[src/design/mdws_pkg.sv]
// Shared types and constants for the mouse delta weighted smoother.
// No dependencies; used by every module of the block.
package mdws_pkg;

   localparam int DELTA_W  = 16;        // raw motion count
   localparam int WAVG_W   = 24;        // Q.8 weighted mean and result
   localparam int FRAC_W   = 8;
   localparam int COEF_W   = 17;        // Q.16 weight, up to 1.0
   localparam int WEIGHT_W = 16;
   localparam int CSR_IDX_W = 2;
   localparam int CSR_DATA_W = 16;

   localparam logic [CSR_IDX_W-1:0] CSR_FILTER_ENABLE = 2'd0;
   localparam logic [CSR_IDX_W-1:0] CSR_WEIGHT_FACTOR = 2'd1;

   localparam logic [COEF_W-1:0]   COEF_ONE       = 17'd65536;
   localparam logic [WEIGHT_W-1:0] WEIGHT_RESET   = 16'd32768;

   typedef struct packed {
      logic push;     // shift toward older, new sample enters cell 0
      logic rotate;   // shift toward cell 0, cell 0 wraps to the end
   } hist_ctrl_type;

endpackage

[src/design/mdws_hist_cell.sv]
// One history tap of the smoother: holds one x and one y sample.
// Depends on mdws_pkg.
module mdws_hist_cell (
   input  logic                                 clock,
   input  logic                                 reset,
   input  mdws_pkg::hist_ctrl_type              ctrl,
   input  logic signed [mdws_pkg::DELTA_W-1:0]  prev_x,
   input  logic signed [mdws_pkg::DELTA_W-1:0]  prev_y,
   input  logic signed [mdws_pkg::DELTA_W-1:0]  next_x,
   input  logic signed [mdws_pkg::DELTA_W-1:0]  next_y,
   output logic signed [mdws_pkg::DELTA_W-1:0]  tap_x,
   output logic signed [mdws_pkg::DELTA_W-1:0]  tap_y
);

   logic signed [mdws_pkg::DELTA_W-1:0] x_ff, x_in, y_ff, y_in;

   always_comb begin
      priority if (ctrl.push) begin
         x_in = prev_x;
         y_in = prev_y;
      end else if (ctrl.rotate) begin
         x_in = next_x;
         y_in = next_y;
      end else begin
         x_in = x_ff;
         y_in = y_ff;
      end
   end

   always_ff @(posedge clock) begin
      if (reset) begin
         x_ff <= '0;
         y_ff <= '0;
      end else begin
         x_ff <= x_in;
         y_ff <= y_in;
      end
   end

   assign tap_x = x_ff;
   assign tap_y = y_ff;

endmodule

[src/design/mdws_divider.sv]
// Restoring radix-2 divider, one quotient bit per cycle.
// Quotient must fit WAVG_W bits. Depends on mdws_pkg.
module mdws_divider #(
   parameter int NW = 46,
   parameter int DW = 21
) (
   input  logic                              clock,
   input  logic                              reset,
   input  logic                              start,
   input  logic [NW-1:0]                     dividend,
   input  logic [DW-1:0]                     divisor,
   output logic                              done,
   output logic [mdws_pkg::WAVG_W-1:0]       quotient
);

   localparam int QW    = mdws_pkg::WAVG_W;
   localparam int CNT_W = $clog2(QW);

   logic [DW-1:0]    rem_ff, div_ff;
   logic [QW-1:0]    quo_ff;
   logic [CNT_W-1:0] cnt_ff;
   logic             busy_ff, done_ff;
   logic [DW:0]      shifted, diff;

   always_comb begin
      shifted = {rem_ff, quo_ff[QW-1]};
      diff    = shifted - {1'b0, div_ff};
   end

   always_ff @(posedge clock) begin
      if (reset) begin
         busy_ff <= 1'b0;
         done_ff <= 1'b0;
         cnt_ff  <= '0;
      end else begin
         done_ff <= 1'b0;
         if (start) begin
            rem_ff  <= dividend[QW+DW-1:QW];
            quo_ff  <= dividend[QW-1:0];
            div_ff  <= divisor;
            cnt_ff  <= '0;
            busy_ff <= 1'b1;
         end else if (busy_ff) begin
            if (!diff[DW]) begin
               rem_ff <= diff[DW-1:0];
               quo_ff <= {quo_ff[QW-2:0], 1'b1};
            end else begin
               rem_ff <= shifted[DW-1:0];
               quo_ff <= {quo_ff[QW-2:0], 1'b0};
            end
            cnt_ff <= cnt_ff + 1'b1;
            if (cnt_ff == CNT_W'(QW - 1)) begin
               busy_ff <= 1'b0;
               done_ff <= 1'b1;
            end
         end
      end
   end

   assign done     = done_ff;
   assign quotient = quo_ff;

endmodule

[src/design/mouse_delta_weighted_smoother.sv]
// Top level of the mouse delta weighted smoother: history cell chain, MAC, dividers.
// Depends on mdws_pkg, mdws_hist_cell, mdws_divider.
//
//   channel  dir  handshake             payload
//   req_     in   req_tvalid/tready     req_tdata  {delta_y, delta_x}
//   rsp_     out  rsp_tvalid/tready     rsp_tdata  {smooth_y, smooth_x}
//   csr_     in   csr_we                csr_index, csr_wdata
//
// Filtered item: push into cell 0, MAC over the history as it rotates past cell 0,
// then setup, the divider run, finish and the move to the output register.
// Pass-through item: finish, then the output register. One item in work at a time;
// req_tready is high while idle, also when a result still waits in the output register.
// Synchronous reset clears history and prior means, and returns the state and CSRs to defaults.
module mouse_delta_weighted_smoother #(
   parameter int HISTORY_DEPTH = 10
) (
   input  logic                                clock,
   input  logic                                reset,
   input  logic                                req_tvalid,
   output logic                                req_tready,
   input  logic [31:0]                         req_tdata,  // delta_x, delta_y
   output logic                                rsp_tvalid,
   input  logic                                rsp_tready,
   output logic [47:0]                         rsp_tdata,  // smooth_x, smooth_y
   input  logic                                csr_we,
   input  logic [mdws_pkg::CSR_IDX_W-1:0]      csr_index,
   input  logic [mdws_pkg::CSR_DATA_W-1:0]     csr_wdata
);

   localparam int DW_IN  = mdws_pkg::DELTA_W;
   localparam int QW     = mdws_pkg::WAVG_W;
   localparam int CW     = mdws_pkg::COEF_W;
   localparam int WW     = mdws_pkg::WEIGHT_W;
   localparam int DEN_W  = CW + $clog2(HISTORY_DEPTH);
   localparam int NUM_W  = DEN_W + DW_IN;
   localparam int NW     = NUM_W + 9;
   localparam int DIV_W  = DEN_W + 1;
   localparam int CNT_W  = (HISTORY_DEPTH > 1) ? $clog2(HISTORY_DEPTH) : 1;

   typedef enum logic [2:0] {IDLE, MAC, PREP, DIV, DONE} state_type;

   state_type state_ff;
   logic      filter_en_ff;
   logic [WW-1:0] weight_ff;

   logic [CNT_W-1:0]         cnt_ff;
   logic [CW-1:0]            coef_ff;
   logic [DEN_W-1:0]         den_ff;
   logic signed [NUM_W-1:0]  num_x_ff, num_y_ff;
   logic                     neg_x_ff, neg_y_ff;
   logic signed [QW-1:0]     prior_x_ff, prior_y_ff;
   logic signed [QW-1:0]     res_x_ff, res_y_ff;
   logic                     rsp_valid_ff;
   logic [2*QW-1:0]          rsp_data_ff;

   logic                     accept;
   logic signed [DW_IN-1:0]  in_x, in_y;
   mdws_pkg::hist_ctrl_type  hctrl;
   logic signed [DW_IN-1:0]  hx [HISTORY_DEPTH];
   logic signed [DW_IN-1:0]  hy [HISTORY_DEPTH];

   logic [CW+WW-1:0]         coef_prod;
   logic [CW-1:0]            coef_in;
   logic signed [DW_IN+CW:0] prod_x, prod_y;
   logic [NUM_W-1:0]         mag_x, mag_y;
   logic [NW-1:0]            dvd_x, dvd_y;
   logic                     div_start, done_x, done_y;
   logic [QW-1:0]            quo_x, quo_y;
   logic signed [QW-1:0]     wavg_x, wavg_y;

   assign accept     = req_tvalid && req_tready;
   assign req_tready = (state_ff == IDLE);
   assign in_x       = req_tdata[DW_IN-1:0];
   assign in_y       = req_tdata[2*DW_IN-1:DW_IN];

   assign hctrl.push   = accept && filter_en_ff;
   assign hctrl.rotate = (state_ff == MAC);

   genvar g;
   generate
      for (g = 0; g < HISTORY_DEPTH; g++) begin : g_cell
         logic signed [DW_IN-1:0] px, py, nx, ny;
         if (g == 0) begin : g_first
            assign px = in_x;
            assign py = in_y;
         end else begin : g_mid
            assign px = hx[g-1];
            assign py = hy[g-1];
         end
         if (g == HISTORY_DEPTH - 1) begin : g_last
            assign nx = hx[0];
            assign ny = hy[0];
         end else begin : g_inner
            assign nx = hx[g+1];
            assign ny = hy[g+1];
         end
         mdws_hist_cell u_cell (
            .clock  (clock),
            .reset  (reset),
            .ctrl   (hctrl),
            .prev_x (px),
            .prev_y (py),
            .next_x (nx),
            .next_y (ny),
            .tap_x  (hx[g]),
            .tap_y  (hy[g])
         );
      end
   endgenerate

   function automatic logic signed [QW-1:0] half_round(input logic signed [QW-1:0] a,
                                                       input logic signed [QW-1:0] b);
      logic signed [QW:0] s;
      logic [QW:0]        m;
      s = {a[QW-1], a} + {b[QW-1], b};
      m = s[QW] ? (QW+1)'(-s) : (QW+1)'(s);
      m = (m + 1'b1) >> 1;
      half_round = s[QW] ? QW'(-m) : QW'(m);
   endfunction

   always_comb begin
      coef_prod = coef_ff * weight_ff;
      coef_in   = coef_prod[CW+WW-1:WW] + {{(CW-1){1'b0}}, coef_prod[WW-1]};
      prod_x    = hx[0] * $signed({1'b0, coef_ff});
      prod_y    = hy[0] * $signed({1'b0, coef_ff});
      mag_x     = num_x_ff[NUM_W-1] ? NUM_W'(-num_x_ff) : NUM_W'(num_x_ff);
      mag_y     = num_y_ff[NUM_W-1] ? NUM_W'(-num_y_ff) : NUM_W'(num_y_ff);
      dvd_x     = {mag_x, 9'b0} + NW'(den_ff);
      dvd_y     = {mag_y, 9'b0} + NW'(den_ff);
      div_start = (state_ff == PREP);
      wavg_x    = neg_x_ff ? QW'(-quo_x) : QW'(quo_x);
      wavg_y    = neg_y_ff ? QW'(-quo_y) : QW'(quo_y);
   end

   mdws_divider #(.NW(NW), .DW(DIV_W)) u_div_x (
      .clock    (clock),
      .reset    (reset),
      .start    (div_start),
      .dividend (dvd_x),
      .divisor  ({den_ff, 1'b0}),
      .done     (done_x),
      .quotient (quo_x)
   );

   mdws_divider #(.NW(NW), .DW(DIV_W)) u_div_y (
      .clock    (clock),
      .reset    (reset),
      .start    (div_start),
      .dividend (dvd_y),
      .divisor  ({den_ff, 1'b0}),
      .done     (done_y),
      .quotient (quo_y)
   );

   always_ff @(posedge clock) begin
      if (reset) begin
         state_ff     <= IDLE;
         filter_en_ff <= 1'b1;
         weight_ff    <= mdws_pkg::WEIGHT_RESET;
         prior_x_ff   <= '0;
         prior_y_ff   <= '0;
         rsp_valid_ff <= 1'b0;
         cnt_ff       <= '0;
      end else begin
         if (csr_we) begin
            unique case (csr_index)
               mdws_pkg::CSR_FILTER_ENABLE: filter_en_ff <= csr_wdata[0];
               mdws_pkg::CSR_WEIGHT_FACTOR: weight_ff    <= csr_wdata[WW-1:0];
               default: ;
            endcase
         end
         if (rsp_valid_ff && rsp_tready && (state_ff != DONE)) begin
            rsp_valid_ff <= 1'b0;
         end
         unique case (state_ff)
            IDLE: begin
               if (accept) begin
                  if (filter_en_ff) begin
                     num_x_ff <= '0;
                     num_y_ff <= '0;
                     den_ff   <= '0;
                     coef_ff  <= mdws_pkg::COEF_ONE;
                     cnt_ff   <= '0;
                     state_ff <= MAC;
                  end else begin
                     res_x_ff <= {in_x, {mdws_pkg::FRAC_W{1'b0}}};
                     res_y_ff <= {in_y, {mdws_pkg::FRAC_W{1'b0}}};
                     state_ff <= DONE;
                  end
               end
            end
            MAC: begin
               num_x_ff <= num_x_ff + NUM_W'(prod_x);
               num_y_ff <= num_y_ff + NUM_W'(prod_y);
               den_ff   <= den_ff + DEN_W'(coef_ff);
               coef_ff  <= coef_in;
               cnt_ff   <= cnt_ff + 1'b1;
               if (cnt_ff == CNT_W'(HISTORY_DEPTH - 1)) begin
                  state_ff <= PREP;
               end
            end
            PREP: begin
               neg_x_ff <= num_x_ff[NUM_W-1];
               neg_y_ff <= num_y_ff[NUM_W-1];
               state_ff <= DIV;
            end
            DIV: begin
               if (done_x && done_y) begin
                  res_x_ff   <= half_round(wavg_x, prior_x_ff);
                  res_y_ff   <= half_round(wavg_y, prior_y_ff);
                  prior_x_ff <= wavg_x;
                  prior_y_ff <= wavg_y;
                  state_ff   <= DONE;
               end
            end
            DONE: begin
               if (!rsp_valid_ff || rsp_tready) begin
                  rsp_data_ff  <= {res_y_ff, res_x_ff};
                  rsp_valid_ff <= 1'b1;
                  state_ff     <= IDLE;
               end
            end
            default: state_ff <= IDLE;
         endcase
      end
   end

   assign rsp_tvalid = rsp_valid_ff;
   assign rsp_tdata  = rsp_data_ff;

endmodule

[config.mk]
export PLATFORM = sky130hd
export DESIGN_NAME = mouse_delta_weighted_smoother
export DESIGN_NICKNAME = d
export VERILOG_FILES = /design/src/design/mdws_pkg.sv /design/src/design/mdws_hist_cell.sv /design/src/design/mdws_divider.sv /design/src/design/mouse_delta_weighted_smoother.sv
export SDC_FILE = /design/constraint.sdc
export NUM_CORES = 2
export LEC_CHECK = 0
export CAP_MARGIN = 5
export CORE_MARGIN = 3
export CORE_UTILIZATION = 65
export CTS_CLUSTER_SIZE = 20
export DETAILED_ROUTE_END_ITERATION = 8
export DONT_BUFFER_PORTS = 1
export PLACE_DENSITY = 0.93
export SYNTH_ARGS = -nofsm -noshare
export SYNTH_HDL_FRONTEND = slang
export SYNTH_SLANG_ARGS = --single-unit
[constraint.sdc]
create_clock -name clock -period 22.3 [get_ports clock]
set_input_delay 0 -clock clock [delete_from_list [all_inputs] [get_ports clock]]
set_output_delay 0 -clock clock [all_outputs]
set_load 0.1 [all_outputs]
==> After elaboration in Yosys (flattened, before gate mapping) <==
Cells that the tools add are included.
{ "word_totals": {"mem_bits_rw": 0, "input_bits": 55, "n_memories": 0, "reg_bits": 730, "out_inout_bits": 50, "latchBits": 0, "rom_bits": 0} }
{ "classes": {"shift": 0, "n_addsub": 23, "n_eq_ne": 15, "mul": 3, "n_lt_le_gt_ge": 0, "n_reduce_logical": 28, "n_bitwise": 3, "div": 0, "mux": 98} }
{ "ops": {"columns": ["operator", "count"], "rows": [
  ["2-to-1 mux 16 bit", 40],
  ["2-to-1 mux 24 bit", 14],
  ["2-to-1 mux 37 bit", 4],
  ["case mux 37 bit (2 select lines)", 2],
  ["2-to-1 mux 22 bit", 6],
  ["negation 24 bit", 4],
  ["case mux 24 bit (2 select lines)", 2],
  ["adder 46 x 21 -> 46 bit", 2],
  ["adder 37 x 34 -> 37 bit", 2],
  ["negation 37 bit", 2],
  ["multiplier 16 x 18 -> 34 bit", 2],
  ["adder 24 x 24 -> 25 bit", 2],
  ["adder 25 x 1 -> 25 bit (second input constant)", 2],
  ["2-to-1 mux 25 bit", 2],
  ["negation 25 bit", 2],
  ["subtractor 23 x 22 -> 23 bit", 2],
  ["2-to-1 mux 21 bit", 2],
  ["case mux 21 bit (2 select lines)", 1],
  ["2-to-1 mux 17 bit", 2],
  ["case mux 17 bit (2 select lines)", 1],
  ["multiplier 17 x 16 -> 33 bit", 1],
  ["adder 21 x 17 -> 21 bit", 1],
  ["adder 17 x 1 -> 17 bit", 1],
  ["2-to-1 mux 3 bit", 5],
  ["other kinds (28)", 66]
]} }

==> Depth between registers and ports, before layout <==
{ "depth": {"depth_word": 10, "ltp_mapped": 38, "depth_no_buf": 31} }

==> By module <==
From an unflattened synthesis, not the netlist that was laid out.
{ "hier_totals": {"hier_cells": 8221, "hier_area_um2": 75766.4} }
{ "by_module_without_submodules": {"columns": ["mod", "cells_each", "seq_area_each_um2", "instances", "area_each_um2"], "rows": [
  ["mouse_delta_weighted_smoother", 6009, 7767.4, 1, 51833.5],
  ["mdws_hist_cell", 142, 640.6, 10, 1510.2],
  ["mdws_divider", 396, 2182.1, 2, 4415.5]
]} }

==> Least setup slack after synthesis <==
Ideal clock, no wire load.
{ "synth_timing": {"path_kind": "register to register", "from": "reg state_ff[1]", "to": "reg coef_ff[0], enable pin", "t_arrival_ps": 11181, "stages_incl_launch_ff": 3, "required_time_ps": 21442, "n_path_buf": 1, "setup_slack_ps": 10261, "path_cell_list": "dfxtp_1 clkbuf_1 nor4_1"} }
{ "synth_via": {"elab_chain_cells": 4, "word_cells_on_any_way": 7, "classes_between": "3 x eq/ne; 4 x reduce/logical"} }
{ "synth_lines": {"columns": ["element", "line", "text"], "rows": [
  ["from (decl)", "mouse_delta_weighted_smoother.sv:42", "state_type state_ff;"],
  ["from (signal assigned)", "mouse_delta_weighted_smoother.sv:157", "state_ff <= IDLE;"],
  ["from (signal assigned)", "mouse_delta_weighted_smoother.sv:184", "state_ff <= MAC;"],
  ["from (signal assigned)", "mouse_delta_weighted_smoother.sv:188", "state_ff <= DONE;"],
  ["zero test 3 bit", "mouse_delta_weighted_smoother.sv:72, mouse_delta_weighted_smoother.sv:175", null],
  ["logical AND 1 bit", "mouse_delta_weighted_smoother.sv:71", "assign accept = req_tvalid && req_tready;"],
  ["inequality test 2 x 1 -> 1 bit (no source line)", null, null],
  ["AND reduction 4 bit (no source line) *", null, null],
  ["to (signal assigned)", "mouse_delta_weighted_smoother.sv:182", "coef_ff <= mdws_pkg::COEF_ONE;"],
  ["to (signal assigned)", "mouse_delta_weighted_smoother.sv:196", "coef_ff <= coef_in;"],
  ["to (decl)", "mouse_delta_weighted_smoother.sv:47", "logic [CW-1:0] coef_ff;"]
]} }
Mark *: on every way between the ends. The rest lies on a longest branch, timed or not.
A chain may end at the register's enable or synchronous reset.

==> Worst setup path after layout <==
{ "layout_timing": {"from": "reg u_div_y.quo_ff[9], in the netlist u_div_y.quotient[9]", "to": "reg res_y_ff[16], data pin"} }
{ "layout_via": {"word_cells_on_any_way": 10, "classes_between": "5 x add/sub; 5 x mux"} }
{ "layout_lines": {"columns": ["element", "line", "text"], "rows": [
  ["from (decl)", "mdws_divider.sv:20", "logic [QW-1:0] quo_ff;"],
  ["from (signal assigned)", "mdws_divider.sv:39", "quo_ff <= dividend[QW-1:0];"],
  ["from (signal assigned)", "mdws_divider.sv:46", "quo_ff <= {quo_ff[QW-2:0], 1'b1};"],
  ["from (signal assigned)", "mdws_divider.sv:49", "quo_ff <= {quo_ff[QW-2:0], 1'b0};"],
  ["negation 24 bit *", "mouse_delta_weighted_smoother.sv:132", "wavg_y = neg_y_ff ? QW'(-quo_y) : QW'(quo_y);"],
  ["2-to-1 mux 24 bit *", "mouse_delta_weighted_smoother.sv:132", null],
  ["via wavg_y[23]", "mouse_delta_weighted_smoother.sv:69", "logic signed [QW-1:0] wavg_x, wavg_y;"],
  ["adder 24 x 24 -> 25 bit *", "mouse_delta_weighted_smoother.sv:115", "s = {a[QW-1], a} + {b[QW-1], b};"],
  ["2-to-1 mux 25 bit", "mouse_delta_weighted_smoother.sv:116", "m = s[QW] ? (QW+1)'(-s) : (QW+1)'(s);"],
  ["adder 25 x 1 -> 25 bit", "mouse_delta_weighted_smoother.sv:117", "m = (m + 1'b1) >> 1;"],
  ["negation 24 bit", "mouse_delta_weighted_smoother.sv:118", "half_round = s[QW] ? QW'(-m) : QW'(m);"],
  ["2-to-1 mux 24 bit *", "mouse_delta_weighted_smoother.sv:118", null],
  ["2-to-1 mux 24 bit *", "mouse_delta_weighted_smoother.sv:208", "if (done_x && done_y) begin"],
  ["case mux 24 bit (2 select lines) *", "mouse_delta_weighted_smoother.sv:175", "unique case (state_ff)"],
  ["to (signal assigned)", "mouse_delta_weighted_smoother.sv:187", "res_y_ff <= {in_y, {mdws_pkg::FRAC_W{1'b0}}};"],
  ["to (signal assigned)", "mouse_delta_weighted_smoother.sv:210", "res_y_ff <= half_round(wavg_y, prior_y_ff);"],
  ["to (decl)", "mouse_delta_weighted_smoother.sv:52", "logic signed [QW-1:0] res_x_ff, res_y_ff;"]
]} }
The timed path passes the listed nets; every way through them passes the cells marked *. The select of a mux whose other input is x is not followed.

==> metrics.md <==
| Metric | Value |
|---|---|
| Status | finished, final reports clean |
| Die Y | approximately 340 um |
| Hold/Removal Path Class | input port to flip-flop |
| Die area | roughly 120000 um2 |
| P&R area growth vs syn | 5.76% |
| Setup Buffers After CTS | 0 |
| Global-route wire length before repair | between 300 and 400 mm |
| #FFs+latches synth | between 700 and 800 |
| Critical path type | flip-flop to flip-flop |
| Crit-path max cell delay | 0.63 ns |
| Critical Path RT | around 23 ns |
| Worst vdd ir | 0.169 mV |
| Reg2reg setup slack | 12.90 ns |
| Synth top area cells | fa_1, edfxtp_1, dfxtp_1 |
| Cells after Synth | 8415 |
| CTS root buf | clkbuf_16 |
| Sum of buffers and inverters on the critical path | 2 |
| GRT Residual Overflow | 0 |
| Antenna Violating Nets Remaining | 0 |
| Synth Flop Type | dfxtp_1 |
| Mapped Area | around 73000 um2 |
| Clock Pin Slew Worst Setup and Hold Paths | 0.07 ns |
| Number of max-cap violations | 0 |
| GRT Overall Usage | a little over a third |
| Setup TNS | 0 ns |
| Most common cell after layout, fill and taps aside | nand2_1 |
| # H-tree levels | 3 |
| Hold Vio Cnt, Final | 0 |
| Startpoint class of the critical path | flip-flop |
| Starting Density | between 60% and 70% |
| Buffers added on ports | 0 |
| Final nets | around 9400 |
| Crit Path Max Fanout | 43 |
| Num ports | roughly 110 |
| Pwr Total | just under 8 mW |
| Syn Area/Cell | about 8.6 um2 |
| Top cell by count, worst path | or4_1 |
| Routed Wire Length | around 210 mm |
| Clock skew | approximately 0.048 ns |
| Post-synth top area share | between 10% and 20% |
| Vias in the first global route | ~63000 |
| Post-CTS sizing | 0 |
| Post-synth net total | roughly 9700 |
| Max Freq | roughly 110 MHz |
| Async S/R FF share, synth | 0% |
| CTS tree | yes |
| Core area | approximately 110000 um2 |
| Vias/cell | approximately 6.5 |
| Die width | around 340 um |
| CTS sink cnt | 730 |
| Min-delay src | csr_we |
| Reg-to-reg critical path endpoint | res_y_ff[16] |
| Hold EP | weight_ff[15] |
| # DRC | 0 |
| Worst skew pair latency | between 0.6 and 0.7 ns |
| Tcrit/Tclk final | between 40% and 50% |
| Minimum clock period | 9.40 ns |
| Pwr/cell area | ~100 nW/um2 |
| CP Capture Type | flip-flop |
| HPWL Detailed | between 100 and 150 mm |
| Number of synthesized flops with an enable pin | around 320 |
| CTS Buffer Depth | 3 |
| DR iter-0 viols | ~7400 |
| Seq/Total Area, Yosys | between 20% and 30% |
| Row count | ~120 |
| Hold path cells | 3 |
| Biggest area consumer among synthesized cells | fa_1 |
| WL/cell | ~21 um |
| Final setup fails | 0 |
| Largest net degree at the start of global routing | approximately 400 |
| WP data arrival | between 9 and 10 ns |
| Worst r2r path cells | 31 |
| Syn. warnings | 0 |
| Hold-fix buffers, CTS | 71 |
| Antenna violations before repair | 15 |
| DR vias | 62800 |
| Pre-Repair DR Iteration Count | 8 |
| Netlist cell types | 110 |
| CP top delay family | simple AND/OR/NAND/NOR gates |
| Slew Limit Headroom | around 12% |
| Static leakage | approximately 32 nW |
| Crit-path slowest cell | or4_1 |
| Num CTS Buffers | between 70 and 80 |
| R2r startpoint | u_div_y.quotient[9] |
| Most frequent cells in the layout | nand2_1, inv_1, fa_1, nor2_1, ha_1 |
| GP Congestion | 0.978 |
| Tightest Pin Transition | 1.31 ns |
| RSZ-0062 raised after global routing | no |
| Max Slew Vio Count | 0 |
| Proportion of layout cells with a drive suffix above 1 | 3.71% |
[synth_stat cells (35+ instances only)]
library cell	n
xnor2_1	303
nand2_1	1400
nor2_1	548
a21oi_1	383
inv_1	986
o31ai_1	51
ha_1	517
and3_1	42
nor3_1	112
a211oi_1	48
or3_1	56
and2_1	358
clkbuf_1	438
edfxtp_1	323
nand2b_1	75
nor4_1	40
mux2i_1	42
a22oi_1	116
nor2b_1	66
dfxtp_1	407
nand3_1	88
fa_1	698
a21o_1	60
o21ai_0	267
a311oi_1	215
nand4_1	35
xor2_1	161
[metrics by stage]
step	utilization [%]	std cells	area (um2)	hold slack, ns	worst slack, ns
2_1_floorplan	-	8415	72600	0.118	10.26
3_3_place_gp	66.6	9460	73200	0.0996	13.26
3_5_place_dp	66.6	9460	73200	0.109	13.16
4_1_cts	69.8	9676	76700	0.00917	13.08
5_1_grt	69.8	9682	76700	0.0993	12.40
6_report	69.9	9705	76800	0.0601	12.90
[report_power, final]
part | internal [mW] | total [mW] | switching, mW | leakage (nW)
Sequential | 1.56 | 1.77 | 0.206 | 6.30
Combinational | 1.86 | 4.66 | 2.80 | 24.4
Clock | 0.816 | 1.42 | 0.601 | 1.36
Total | 4.24 | 7.84 | 3.60 | 32.0
[logic make-up (layout without fill, tap and decap cells)]
kind of cell / count (synthesis) / in the layout / synth area share, %
and+or+nand+nor: 2960 / 2960 / 18.9
DFF: 730 / 730 / 24.6
buffers and inverters: 1479 / 1267 / 7.70
muxes: 48 / 48 / 0.672
adders and majority gates: 1215 / 1215 / 28.2
xor gates and xnor gates: 467 / 467 / 5.69
other: 0 / 26 / 0
AOI/OAI and AO/OA: 1516 / 1516 / 14.4
[cell type report]
class                      instances  area, um2
multi-input combinational       6206      49300
fill                            7224      33100
sequential                       730      17800
inverter                         986       3700
clock buffer                     105       2260
tap                             1476       1850
timing repair buffer             136       1280
clock inverter                    40        513
antenna                           26       65.1
[worst register-to-register path, delay by kind of cell (launching register included)]
kind	cells	cell delay (ns)
adder cells (fa/ha/maj)	2	0.71
flip-flops	1	0.46
AO/OA/AOI/OAI	11	2.58
XOR/XNOR	3	0.58
buffers and inverters	2	0.46
AND/OR/NAND/NOR	13	4.32
[sequential cells by signal, summed over array words and instances (netlist names), 22 cells and up]
register             cells
rsp_tdata               48
num_y_ff                37
num_x_ff                37
prior_y_ff              24
u_div_x.rem_ff          22
res_y_ff                24
g_cell.u_cell.tap_y    160
u_div_x.quotient        24
u_div_y.quotient        24
g_cell.u_cell.tap_x    160
res_x_ff                24
u_div_y.rem_ff          22
prior_x_ff              24
[routing by layer]
metal	track usage (%)	routed length [um]	share of wire [%]	vias up
met3	7.35	22900	11	1083
met4	23.0	15500	7.5	4
met2	56.7	95300	46	4079
met5	0	26	0.013	-
li1	-	-	-	27600
met1	42.6	73000	35	30000
[how the worst max path moves through the flow]
| stage | start | to | slack, ns | depth (start not counted) |
|---|---|---|---|---|
| global route | u_div_y.quotient[9] | res_y_ff[16] | 12.40 | 31 |
| detailed placement | u_div_y.quotient[9] | res_y_ff[22] | 13.16 | 31 |
| finish | u_div_y.quotient[9] | res_y_ff[16] | 12.90 | 31 |
| CTS | u_div_y.quotient[9] | res_y_ff[16] | 13.08 | 31 |
| floorplan | state_ff[1] | coef_ff[0] | 10.26 | 2 |
| global placement | u_div_y.quotient[9] | res_y_ff[20] | 13.26 | 31 |
(Power assumes the default switching activity.)
